## src/hdl/prgb_pkg.sv

```systemverilog
package prgb_pkg;

  localparam int IDX_W    = 8;
  localparam int CHAN_W   = 8;
  localparam int WORD_W   = 16;
  localparam int FMT_W    = 4;
  localparam int APB_DW   = 32;
  localparam int ADDR_W   = 5;
  localparam int REG_IDX_W = ADDR_W - 2;

  localparam int DEF_PALETTE_ENTRIES = 256;

  localparam logic [CHAN_W-1:0] OPAQUE_ALPHA = 8'hff;

  localparam logic [WORD_W-1:0] RST_ALPHA_MASK = 16'h0000;
  localparam logic [WORD_W-1:0] RST_RED_MASK   = 16'hf800;
  localparam logic [WORD_W-1:0] RST_GREEN_MASK = 16'h07e0;
  localparam logic [WORD_W-1:0] RST_BLUE_MASK  = 16'h001f;

  localparam logic [REG_IDX_W-1:0] REG_ALPHA_MASK  = 3'd0;
  localparam logic [REG_IDX_W-1:0] REG_RED_MASK    = 3'd1;
  localparam logic [REG_IDX_W-1:0] REG_GREEN_MASK  = 3'd2;
  localparam logic [REG_IDX_W-1:0] REG_BLUE_MASK   = 3'd3;
  localparam logic [REG_IDX_W-1:0] REG_PASSTHROUGH = 3'd4;

  typedef enum logic {
    FUNC_WRITE = 1'b0,
    FUNC_PIXEL = 1'b1
  } func_t;

  // decoded channel placement: shift left by pos, keep wid top bits
  typedef struct packed {
    logic [FMT_W-1:0] pos;
    logic [FMT_W-1:0] wid;
  } chan_fmt_t;

  typedef struct packed {
    chan_fmt_t alpha;
    chan_fmt_t red;
    chan_fmt_t green;
    chan_fmt_t blue;
    logic      passthrough;
  } fmt_cfg_t;

endpackage

```

## src/hdl/prgb_cfg.sv

```systemverilog
module prgb_cfg (
  input  logic                           clk,
  input  logic                           rst_n,
  input  logic                           psel,
  input  logic                           penable,
  input  logic                           pwrite,
  input  logic [prgb_pkg::ADDR_W-1:0]    paddr,
  input  logic [prgb_pkg::APB_DW-1:0]    pwdata,
  output logic [prgb_pkg::APB_DW-1:0]    prdata,
  output logic                           pready,
  output prgb_pkg::fmt_cfg_t             fmt
);
  import prgb_pkg::*;

  logic [WORD_W-1:0]    alpha_mask_r;
  logic [WORD_W-1:0]    red_mask_r;
  logic [WORD_W-1:0]    green_mask_r;
  logic [WORD_W-1:0]    blue_mask_r;
  logic                 pass_r;
  fmt_cfg_t             fmt_r;
  logic                 wr_en;
  logic [REG_IDX_W-1:0] reg_idx;
  logic [WORD_W-1:0]    wr_mask;

  // position = trailing zeros, width = run of ones above, capped at CHAN_W
  function automatic chan_fmt_t decode_mask(input logic [WORD_W-1:0] mask);
    chan_fmt_t        f;
    logic             found;
    logic             run;
    logic [WORD_W-1:0] sh;
    f.pos = '0;
    f.wid = '0;
    found = 1'b0;
    run   = 1'b1;
    for (int i = 0; i < WORD_W; i++) begin
      if (!found && mask[i]) begin
        f.pos = FMT_W'(i);
        found = 1'b1;
      end
    end
    sh = mask >> f.pos;
    for (int i = 0; i < CHAN_W; i++) begin
      run = run & sh[i];
      if (run) begin
        f.wid = FMT_W'(i + 1);
      end
    end
    return f;
  endfunction

  assign pready  = 1'b1;
  assign wr_en   = psel & penable & pwrite;
  assign reg_idx = paddr[ADDR_W-1:2];
  assign wr_mask = pwdata[WORD_W-1:0];
  assign fmt     = fmt_r;

  always_ff @(posedge clk) begin
    if (!rst_n) begin
      alpha_mask_r      <= RST_ALPHA_MASK;
      red_mask_r        <= RST_RED_MASK;
      green_mask_r      <= RST_GREEN_MASK;
      blue_mask_r       <= RST_BLUE_MASK;
      pass_r            <= 1'b0;
      fmt_r.alpha       <= decode_mask(RST_ALPHA_MASK);
      fmt_r.red         <= decode_mask(RST_RED_MASK);
      fmt_r.green       <= decode_mask(RST_GREEN_MASK);
      fmt_r.blue        <= decode_mask(RST_BLUE_MASK);
      fmt_r.passthrough <= 1'b0;
    end else if (wr_en) begin
      case (reg_idx)
        REG_ALPHA_MASK: begin
          alpha_mask_r <= wr_mask;
          fmt_r.alpha  <= decode_mask(wr_mask);
        end
        REG_RED_MASK: begin
          red_mask_r <= wr_mask;
          fmt_r.red  <= decode_mask(wr_mask);
        end
        REG_GREEN_MASK: begin
          green_mask_r <= wr_mask;
          fmt_r.green  <= decode_mask(wr_mask);
        end
        REG_BLUE_MASK: begin
          blue_mask_r <= wr_mask;
          fmt_r.blue  <= decode_mask(wr_mask);
        end
        REG_PASSTHROUGH: begin
          pass_r            <= pwdata[0];
          fmt_r.passthrough <= pwdata[0];
        end
        default: begin
        end
      endcase
    end
  end

  always_comb begin
    prdata = '0;
    case (reg_idx)
      REG_ALPHA_MASK:  prdata = APB_DW'(alpha_mask_r);
      REG_RED_MASK:    prdata = APB_DW'(red_mask_r);
      REG_GREEN_MASK:  prdata = APB_DW'(green_mask_r);
      REG_BLUE_MASK:   prdata = APB_DW'(blue_mask_r);
      REG_PASSTHROUGH: prdata = APB_DW'(pass_r);
      default:         prdata = '0;
    endcase
  end

endmodule

```

## src/hdl/prgb_pack.sv

```systemverilog
module prgb_pack (
  input  prgb_pkg::fmt_cfg_t                fmt,
  input  logic [prgb_pkg::IDX_W-1:0]        index,
  input  logic [prgb_pkg::CHAN_W-1:0]       red,
  input  logic [prgb_pkg::CHAN_W-1:0]       green,
  input  logic [prgb_pkg::CHAN_W-1:0]       blue,
  output logic [prgb_pkg::WORD_W-1:0]       word
);
  import prgb_pkg::*;

  localparam int TERM_W = CHAN_W + WORD_W;

  logic [CHAN_W-1:0] alpha;

  function automatic logic [WORD_W-1:0] place(input chan_fmt_t f,
                                              input logic [CHAN_W-1:0] val);
    logic [FMT_W-1:0]  rsh;
    logic [TERM_W-1:0] t;
    rsh = FMT_W'(CHAN_W) - f.wid;
    t   = TERM_W'(val >> rsh) << f.pos;
    return t[WORD_W-1:0];
  endfunction

  assign alpha = (index == '0) ? '0 : OPAQUE_ALPHA;

  // terms may overlap; sum wraps at 16 bits
  assign word = place(fmt.alpha, alpha) + place(fmt.red, red)
              + place(fmt.green, green) + place(fmt.blue, blue);

endmodule

```

## src/hdl/palette_to_packed_rgb_converter.sv

```systemverilog
// Palette-to-packed-RGB converter.
// Input channel (in_valid/in_ready): each beat is either a palette write
// (in_func = 0: in_index, in_red_in, in_green_in, in_blue_in) or a pixel
// lookup (in_func = 1: in_index). Writes pack the color by the channel masks
// into a 16-bit word and store it; they give no output beat.
// Output channel (out_valid/out_ready): one beat per pixel lookup, carrying
// the stored word (zero beyond the palette), or the raw index when passthrough is set.
// Config: APB registers alpha/red/green/blue mask and passthrough at byte
// offsets 0x0..0x10; write them only while no beats are in flight.
// Throughput: one beat per cycle while out_ready stays high. A pixel beat
// passes the input register, then the registered palette read, before it
// shows on out_*. Writes never stall and retire in the cycle after acceptance,
// so a lookup right behind a write to the same entry sees the new value.
// When out_ready is low with out_valid set, the output register holds; writes
// still retire, and in_ready drops once a pixel lookup waits in the input
// register. Reset clears the pipeline valids and sets the config registers to
// their reset masks; palette contents are undefined until written, never cleared.
module palette_to_packed_rgb_converter #(
  parameter int PALETTE_ENTRIES = prgb_pkg::DEF_PALETTE_ENTRIES
) (
  input  logic                          clk,
  input  logic                          rst_n,
  input  logic                          in_valid,
  output logic                          in_ready,
  input  logic                          in_func,
  input  logic [prgb_pkg::IDX_W-1:0]    in_index,
  input  logic [prgb_pkg::CHAN_W-1:0]   in_red_in,
  input  logic [prgb_pkg::CHAN_W-1:0]   in_green_in,
  input  logic [prgb_pkg::CHAN_W-1:0]   in_blue_in,
  output logic                          out_valid,
  input  logic                          out_ready,
  output logic [prgb_pkg::WORD_W-1:0]   out_pixel_out,
  input  logic                          psel,
  input  logic                          penable,
  input  logic                          pwrite,
  input  logic [prgb_pkg::ADDR_W-1:0]   paddr,
  input  logic [prgb_pkg::APB_DW-1:0]   pwdata,
  output logic [prgb_pkg::APB_DW-1:0]   prdata,
  output logic                          pready
);
  import prgb_pkg::*;

  localparam int AW = (PALETTE_ENTRIES > 1) ? $clog2(PALETTE_ENTRIES) : 1;
  localparam logic [IDX_W:0] ENTRY_LIM = (IDX_W + 1)'(PALETTE_ENTRIES);

  fmt_cfg_t          fmt;
  logic [WORD_W-1:0] pack_word;

  logic              a_vld_r;
  logic              a_vld_nxt;
  logic              a_func_r;
  logic [IDX_W-1:0]  a_idx_r;
  logic [CHAN_W-1:0] a_red_r;
  logic [CHAN_W-1:0] a_green_r;
  logic [CHAN_W-1:0] a_blue_r;
  logic              a_adv;
  logic              a_hit;
  logic [AW-1:0]     a_addr;

  logic              b_vld_r;
  logic              b_vld_nxt;
  logic [IDX_W-1:0]  b_idx_r;
  logic              b_hit_r;
  logic              b_free;
  logic              b_load;
  logic [WORD_W-1:0] rd_data_r;
  logic              in_fire;
  logic              mem_we;

  logic [WORD_W-1:0] palette_mem [PALETTE_ENTRIES];

  prgb_cfg u_cfg (
    .clk     (clk),
    .rst_n   (rst_n),
    .psel    (psel),
    .penable (penable),
    .pwrite  (pwrite),
    .paddr   (paddr),
    .pwdata  (pwdata),
    .prdata  (prdata),
    .pready  (pready),
    .fmt     (fmt)
  );

  prgb_pack u_pack (
    .fmt   (fmt),
    .index (a_idx_r),
    .red   (a_red_r),
    .green (a_green_r),
    .blue  (a_blue_r),
    .word  (pack_word)
  );

  assign a_hit   = ({1'b0, a_idx_r} < ENTRY_LIM);
  assign a_addr  = a_idx_r[AW-1:0];
  assign b_free  = !b_vld_r || out_ready;
  assign a_adv   = a_vld_r && ((a_func_r == FUNC_WRITE) || b_free);
  assign b_load  = a_vld_r && (a_func_r == FUNC_PIXEL) && b_free;
  assign mem_we  = a_vld_r && (a_func_r == FUNC_WRITE) && a_hit;
  assign in_ready = !a_vld_r || a_adv;
  assign in_fire  = in_valid && in_ready;

  assign a_vld_nxt = in_fire ? 1'b1 : (a_adv ? 1'b0 : a_vld_r);
  assign b_vld_nxt = b_load ? 1'b1 : (out_ready ? 1'b0 : b_vld_r);

  always_ff @(posedge clk) begin
    if (!rst_n) begin
      a_vld_r <= 1'b0;
      b_vld_r <= 1'b0;
    end else begin
      a_vld_r <= a_vld_nxt;
      b_vld_r <= b_vld_nxt;
    end
  end

  always_ff @(posedge clk) begin
    if (in_fire) begin
      a_func_r  <= in_func;
      a_idx_r   <= in_index;
      a_red_r   <= in_red_in;
      a_green_r <= in_green_in;
      a_blue_r  <= in_blue_in;
    end
    if (b_load) begin
      b_idx_r <= a_idx_r;
      b_hit_r <= a_hit;
    end
  end

  always_ff @(posedge clk) begin
    if (mem_we) begin
      palette_mem[a_addr] <= pack_word;
    end
    if (b_load) begin
      rd_data_r <= palette_mem[a_addr];
    end
  end

  assign out_valid     = b_vld_r;
  assign out_pixel_out = fmt.passthrough ? WORD_W'(b_idx_r)
                       : (b_hit_r ? rd_data_r : '0);

  a_empty_ready: assert property (@(posedge clk) disable iff (!rst_n)
    !a_vld_r |-> in_ready)
    else $error("input stage empty but not ready");

  a_write_retires: assert property (@(posedge clk) disable iff (!rst_n)
    (a_vld_r && (a_func_r == FUNC_WRITE)) |-> a_adv)
    else $error("palette write stalled");

  a_pixel_to_out: assert property (@(posedge clk) disable iff (!rst_n)
    b_load |=> b_vld_r)
    else $error("pixel lookup lost between stages");

  a_stall_cause: assert property (@(posedge clk) disable iff (!rst_n)
    (a_vld_r && !a_adv) |-> (b_vld_r && !out_ready))
    else $error("input stage stalled without output backpressure");

endmodule
```

## config.mk

```make
export PLATFORM = sky130hd
export DESIGN_NAME = palette_to_packed_rgb_converter
export DESIGN_NICKNAME = d
export VERILOG_FILES = /design/src/hdl/prgb_pkg.sv /design/src/hdl/prgb_cfg.sv /design/src/hdl/prgb_pack.sv /design/src/hdl/palette_to_packed_rgb_converter.sv
export SDC_FILE = /design/constraint.sdc
export NUM_CORES = 2
export LEC_CHECK = 0
export ABC_CLOCK_PERIOD_IN_PS = 17900
export BUFFER_PORTS_ARGS = -buffer_cell sky130_fd_sc_hd__buf_4
export CAP_MARGIN = 20
export CORE_MARGIN = 2
export CORE_UTILIZATION = 40
export DETAILED_ROUTE_END_ITERATION = 16
export HOLD_SLACK_MARGIN = 0.06
export RECOVER_POWER = 100
export SYNTH_ARGS = -nofsm -noshare
export SYNTH_HDL_FRONTEND = slang
export SYNTH_SLANG_ARGS = --single-unit
```

## constraint.sdc

```tcl
create_clock -name clk -period 17.9 [get_ports clk]
set_input_delay 1.79 -clock clk [delete_from_list [all_inputs] [get_ports clk]]
set_output_delay 1.79 -clock clk [all_outputs]
set_load 0.02 [all_outputs]
```

# == Yosys cells after proc, flatten, opt, wreduce, memory -nomap -nowiden ==
# Memory sizes are Yosys's and may differ from the RTL's. A register that Yosys moved wholly into a read port is not among the register bits.
# Index checks and enable logic that the tools add are counted.
# W data, S select, Z words.
# word_totals
regBits,140
latch_bits,0
ramBits,4096
rom_bits,0
in_bits,77
output_inout_bits,51
wordCells,565
mem_count,1
# mem_list
memory,words,word_bits,rd,rd_clocked_by_memory_dff,wr,line,source
palette_mem,256,16,1,1,1,palette_to_packed_rgb_converter.sv:70,logic [WORD_W-1:0] palette_mem [PALETTE_ENTRIES];
# classes
n_addsub,7
multipliers,0
n_div,0
order_cmp,0
n_eq_ne,4
shifts,12
mux,350
bitwise,31
reduce_logical,139
# ops
op,count
$mux W1,251
$mux W4,48
$mux W3,32
$shl A24 B4 Y16,4
$shr A8 B4 Y24,4
$pmux W16 S5,1
$logic_and A1 B1 Y1,65
$shr A16 B4 Y8,4
$logic_not A1 Y1,62
$add A16 B16 Y16,3
$mux W2,16
$and A1 B1 Y1,30
$mux W16,1
$sub A4 B4 Y4 const A,4
$reduce_and A2 Y1,5
$logic_not A8 Y1,1
$mux W8,1
$eq A3 B2 Y1 const B,2
$reduce_bool A2 Y1,2
$eq A3 B1 Y1 const B,1
$eq A3 B3 Y1 const B,1
$logic_not A3 Y1,1
$logic_or A1 B1 Y1,3
$not A1 Y1,1

# == Longest topological paths before layout ==
# depth
word_depth,103
ltp_mapped,30
ltp_nobuf,27

# == Hierarchy ==
# From an unflattened synthesis, not the netlist that was laid out.
# hier_totals
hier_cells,7966
area_unflattened_um2,166076.8
# by_module_without_submodules
module,instances,cells_per_inst,area_each_um2,seq_area_each_um2
palette_to_packed_rgb_converter,1,6775,156694.0,124749.6
prgb_cfg,1,646,5308.8,1941.9
prgb_pack,1,545,4073.9,0.0

# == Worst setup path after synthesis ==
# Ideal clock, no wire load.
# synth_path
path_kind,register -> register
start,"register u_cfg.fmt_r, in the netlist u_cfg.fmt[17]"
end,memory palette_mem[0][13] (data pin)
setup_ns,1.647
arrival_time_ns,12.682
t_required_ns,16.253
slack_ns,3.572
path_stages_with_launch,27
path_buffers,3
synth_period_minus_slack_ns,14.328
cell_sequence,dfxtp_1 clkbuf_1 clkbuf_1 inv_1 ha_1 clkbuf_1 mux4_2 nand2_1 nand2_1 nand2_1 or3_1 or3_1 fa_1 fa_1 inv_1 ha_1 inv_1 fa_1 nor2b_1 o21ai_0 a21boi_0 o21ai_0 nand2b_1 a21o_1 a41oi_1 a211o_1 xnor2_1
# synth_via
elab_chain_len,6
# synth_lines
item,line,source
start: declaration,prgb_cfg.sv:20,fmt_cfg_t fmt_r;
$sub A4 B4 Y4,prgb_pack.sv:19,rsh = FMT_W'(CHAN_W) - f.wid;
$shr A8 B4 Y24,prgb_pack.sv:20,t = TERM_W'(val >> rsh) << f.pos;
$shl A24 B4 Y16,prgb_pack.sv:20,
$add A16 B16 Y16,prgb_pack.sv:27,"assign word = place(fmt.alpha, alpha) + place(fmt.red, red)"
$add A16 B16 Y16 (2 in a row),prgb_pack.sv:28,"+ place(fmt.green, green) + place(fmt.blue, blue);"
net pack_word[13],palette_to_packed_rgb_converter.sv:47,logic [WORD_W-1:0] pack_word;
end: declaration,palette_to_packed_rgb_converter.sv:70,
# The timed path passes the listed nets, and every way through them passes these cells.

# == Final worst setup path ==
# layout_path
start,register a_idx_r[0] (netlist: a_addr[0])
end,memory palette_mem[84][14] (data pin)
# layout_via
elab_chain_len,7
# layout_lines
item,line,source
start: declaration,palette_to_packed_rgb_converter.sv:52,logic [IDX_W-1:0] a_idx_r;
start signal: assignment,palette_to_packed_rgb_converter.sv:119,a_idx_r <= in_index;
$logic_not A8 Y1,prgb_pack.sv:24,assign alpha = (index == '0) ? '0 : OPAQUE_ALPHA;
$mux W8,prgb_pack.sv:24,
$shr A8 B4 Y24,prgb_pack.sv:20,
$shl A24 B4 Y16,prgb_pack.sv:20,
$add A16 B16 Y16,prgb_pack.sv:27,
$add A16 B16 Y16 (2 in a row),prgb_pack.sv:28,
net pack_word[14],palette_to_packed_rgb_converter.sv:47,
# The timed path passes the listed nets, and every way through them passes these cells.

==> results_dict.tcl <==
set metrics [dict create \
    overflow 0 \
    cp.arrival_ps 13470 \
    crit_path_end_kind "register" \
    crit_top_cell "a21oi_1" \
    status "complete, but fails checks" \
    crit_fanout 80 \
    drt_iter0_drc 10144 \
    seq_area_frac_synth 0.758 \
    failed_checks "max-capacitance violations, max-slew violations" \
    tightest_slew_ps 4050 \
    vdd.ir_drop.worst_mv 0.103 \
    grt_max_degree 257 \
    numCtsBuffers 433 \
    path_cells "clkbuf_1 -> nor2_1 -> a31oi_2 -> nand2b_1 -> nand2b_1 -> nor2_1 -> fa_1 -> inv_1 -> fa_1 -> inv_1 -> ha_1 -> a21o_1 -> a21oi_1 -> o21ai_0 -> a21oi_1 -> o21bai_1 -> a41oi_1 -> a21oi_1 -> a21o_1 -> a21oi_1 -> xnor2_2 -> clkbuf_1 -> clkbuf_1 -> buf_16" \
    place_inst 13041 \
    pin_count 128 \
    critPathRequiredTime_ps 18630 \
    power_density_nw_per_um2 114 \
    dieArea_sq_um 423000 \
    hold_start "u_cfg.blue_mask_r[15]" \
    dp_hpwl_microns 248000 \
    timing.final.hold_violations 0 \
    synth_edf_count 4153 \
    slowest_stage "clkbuf_1" \
    cap_violations 80 \
    worst_r2r_path_depth 24 \
    grt_pass1_wl_microns 609000 \
    criticalPathCategory "register to register" \
    leakagePower_nw 58.1 \
    synth_top_area_share 0.747 \
    initial_utilization 0.401 \
    instances_no_fill 13847 \
    hold_end "u_cfg.blue_mask_r[15]" \
    area_delta_synth_final_pct 13.4 \
    period_share 0.712 \
    die_h_microns 650 \
    ctsResizeCount 0 \
    ys_ff_latch 4252 \
    synth_warnings 0 \
    cp_slowest_stage_delay_ps 2670 \
    fp.dieW_microns 650 \
    place_congestion 0.862 \
    cts_setup_buffers 0 \
    netlist_area_sq_um 167000 \
    fin_total_pwr_w 0.0217 \
    hold_path_depth 2 \
    r2r_setup_slack_ps 5150 \
    num_vias 81221 \
    wl_per_cell_microns 31.1 \
    hold_path_class "register to register" \
    grt_pass1_vias 81711 \
    period_minus_slack_ps 12750 \
    cts.reportedPaths.clkPinSlew_ps 60 \
    clockBufferDepth 4 \
    synthTopCellsByArea "edfxtp_1 (75%), mux4_2 (18%), dfxtp_1 (1.2%)" \
    postRouteAntennaNets 0 \
    finalMaxSlewViolations 2004 \
    root_buffer "clkbuf_16" \
    whs_ps 455 \
    grt_usage 0.200 \
    setup.worst_path.start_class "register" \
    async_flop_share 0 \
    synthCells 7511 \
    rr_endpoint "palette_mem[84][14]" \
    drc 0 \
    port_buffers 92 \
    setup_viol 0 \
    maxClockFrequency_mhz 78.4 \
    synth_area_per_cell_sq_um 22.2 \
    fin_skew_ps 91.1 \
    r2r_start "a_addr[0]" \
    rsz0062_at_grt "no" \
    std_cell_rows 237 \
    core_area_sq_um 416000 \
    clock_sinks 4252 \
    tns_ps 0 \
    relSlewSlack -1.70 \
    drive_gt1_frac 0.272 \
    cts_tree "done" \
    firstDrtPassIters 9 \
    cts-hold-fix-buffers 0 \
    via_per_inst 5.87 \
    clk_latency_ps 990 \
    yosys_most_used_dff "edfxtp_1" \
    ys_types 77 \
    antenna_found_initial 23 \
    final_nets 8120 \
    routed_wl_microns 431000 \
    synth_top_cell_by_area "edfxtp_1" \
    cts-htree-levels 5 \
]
==> per-layer routing <==
layer | vias to the layer above | share of wire | track usage
li1 | 32631 | - | -
met1 | 44174 | 0.40 | 0.278
met2 | 3661 | 0.48 | 0.323
met3 | 745 | 0.081 | 0.0338
met4 | 10 | 0.038 | 0.0652
met5 | - | 0.00017 | 0
==> worst max-delay path by stage <==
stage                  startpoint                   end  slack (ps)  cells past startpoint
detailed placement      a_addr[0]  palette_mem[223][15]        8100                     26
finish                  a_addr[0]   palette_mem[84][14]        5150                     24
global route            a_addr[0]   palette_mem[201][8]        3780                     20
global placement        a_addr[0]  palette_mem[220][15]        8230                     26
CTS                     a_addr[0]  palette_mem[217][15]        8060                     26
floorplan           u_cfg.fmt[17]    palette_mem[0][13]        3570                     26
==> critical path, delay by kind of cell (launching register included) <==
kind	cells	cell delay, ps
buffers and inverters	6	6090
DFF	1	330
xor gates and xnor gates	1	130
adders and majority gates	3	1140
and+or+nand+nor	4	1740
AOI/OAI and AO/OA	10	2880
==> area by class of cell <==
type / instances / area [sq um]
diodes: 9 / 22.5
clock buffers: 512 / 11200
clock inverters: 270 / 2960
fillers: 34596 / 227000
inverters: 71 / 274
multi-input cells: 2746 / 38600
flip-flops and latches: 4252 / 127000
well taps: 5497 / 6880
repair buffers: 490 / 2780
==> cells in the mapped netlist, drive strengths merged (3+ instances only) <==
| master | n |
|---|---|
| nor4 | 10 |
| o21ai | 55 |
| nor2b | 56 |
| xnor2 | 17 |
| o211ai | 22 |
| nand3 | 62 |
| inv | 69 |
| nand2 | 261 |
| mux2i | 53 |
| nand2b | 19 |
| a21oi | 112 |
| o22a | 5 |
| dfxtp | 99 |
| o31ai | 13 |
| o32ai | 5 |
| and2 | 4 |
| nor3 | 40 |
| and3 | 10 |
| a31oi | 22 |
| nand4 | 11 |
| o21a | 4 |
| edfxtp | 4153 |
| a221o | 3 |
| fa | 30 |
| mux2 | 29 |
| mux4 | 1331 |
| nor3b | 4 |
| a21o | 5 |
| a211oi | 16 |
| nor2 | 360 |
| ha | 19 |
| or2 | 11 |
| o22ai | 16 |
| a22o | 3 |
| or3 | 7 |
| nand3b | 3 |
| a22oi | 25 |
| o311ai | 8 |
| xor2 | 11 |
| a211o | 10 |
| or4 | 7 |
| buf | 184 |
| a32o | 4 |
| clkbuf | 273 |
| a32oi | 20 |
==> cells by family (layout without fill, tap and decap cells) <==
kind of cell               count (synthesis)  count (layout)  share of synthesized area
muxes                                   1413            1413                      0.185
AOI/OAI and AO/OA                        371             371                     0.0147
adders and majority gates                 50              50                    0.00508
other                                      2              26                  0.0000450
buffers and inverters                    528            1343                     0.0129
and+or+nand+nor                          866             866                     0.0227
xor gates and xnor gates                  29              29                    0.00160
DFF                                     4252            4252                      0.758
==> through the flow <==
stage / instance area, sq um / setup WS, ps / util
global route: 189000 / 3780 / 0.455
finish: 189000 / 5150 / 0.455
global placement: 176000 / 8230 / 0.424
detailed placement: 177000 / 8100 / 0.425
floorplan: 167000 / 3570 / -
CTS: 191000 / 8060 / 0.459
==> state kept, by name, summed over array words and instances, names as in the netlist <==
name,cells
a_func_r,1
a_green_r,8
u_cfg.green_mask_r,16
u_cfg.red_mask_r,16
u_cfg.alpha_mask_r,16
u_cfg.blue_mask_r,16
a_addr,8
a_vld_r,1
b_idx_r,8
out_valid,1
u_cfg.fmt,32
rd_data_r,16
a_blue_r,8
u_cfg.pass_r,1
a_red_r,8
palette_mem,4096
==> layout by cell type, fill, tap and decap left out, types with 12 or more instances in the layout <==
| cell | count |
|---|---|
| nor3_1 | 39 |
| edfxtp_1 | 4153 |
| nand2b_1 | 18 |
| nor2_2 | 111 |
| clkbuf_4 | 29 |
| clkbuf_1 | 395 |
| inv_1 | 68 |
| nand2_1 | 261 |
| clkinv_2 | 72 |
| a211oi_1 | 15 |
| mux2i_1 | 52 |
| clkinv_1 | 105 |
| xnor2_1 | 12 |
| clkbuf_16 | 438 |
| nor2b_1 | 52 |
| buf_4 | 120 |
| nand3_1 | 62 |
| o31ai_1 | 13 |
| bufinv_16 | 55 |
| mux2_2 | 21 |
| mux4_2 | 1331 |
| o21ai_0 | 53 |
| a21oi_1 | 112 |
| a32oi_1 | 20 |
| o211ai_1 | 22 |
| nor2_1 | 249 |
| ha_1 | 19 |
| dfxtp_1 | 99 |
| a22oi_1 | 25 |
| o22ai_1 | 16 |
| fa_1 | 30 |
| a31oi_1 | 20 |
| conb_1 | 17 |
==> power by group <==
group / switching [W] / leakage (nW) / internal, W
clock network: 0.00379 / 6.92 / 0.00527
logic: 0.000947 / 12.9 / 0.000413
registers: 0.00000843 / 38.2 / 0.0113
total: 0.00475 / 58.1 / 0.0169
Power figures use the tool's default switching activity.
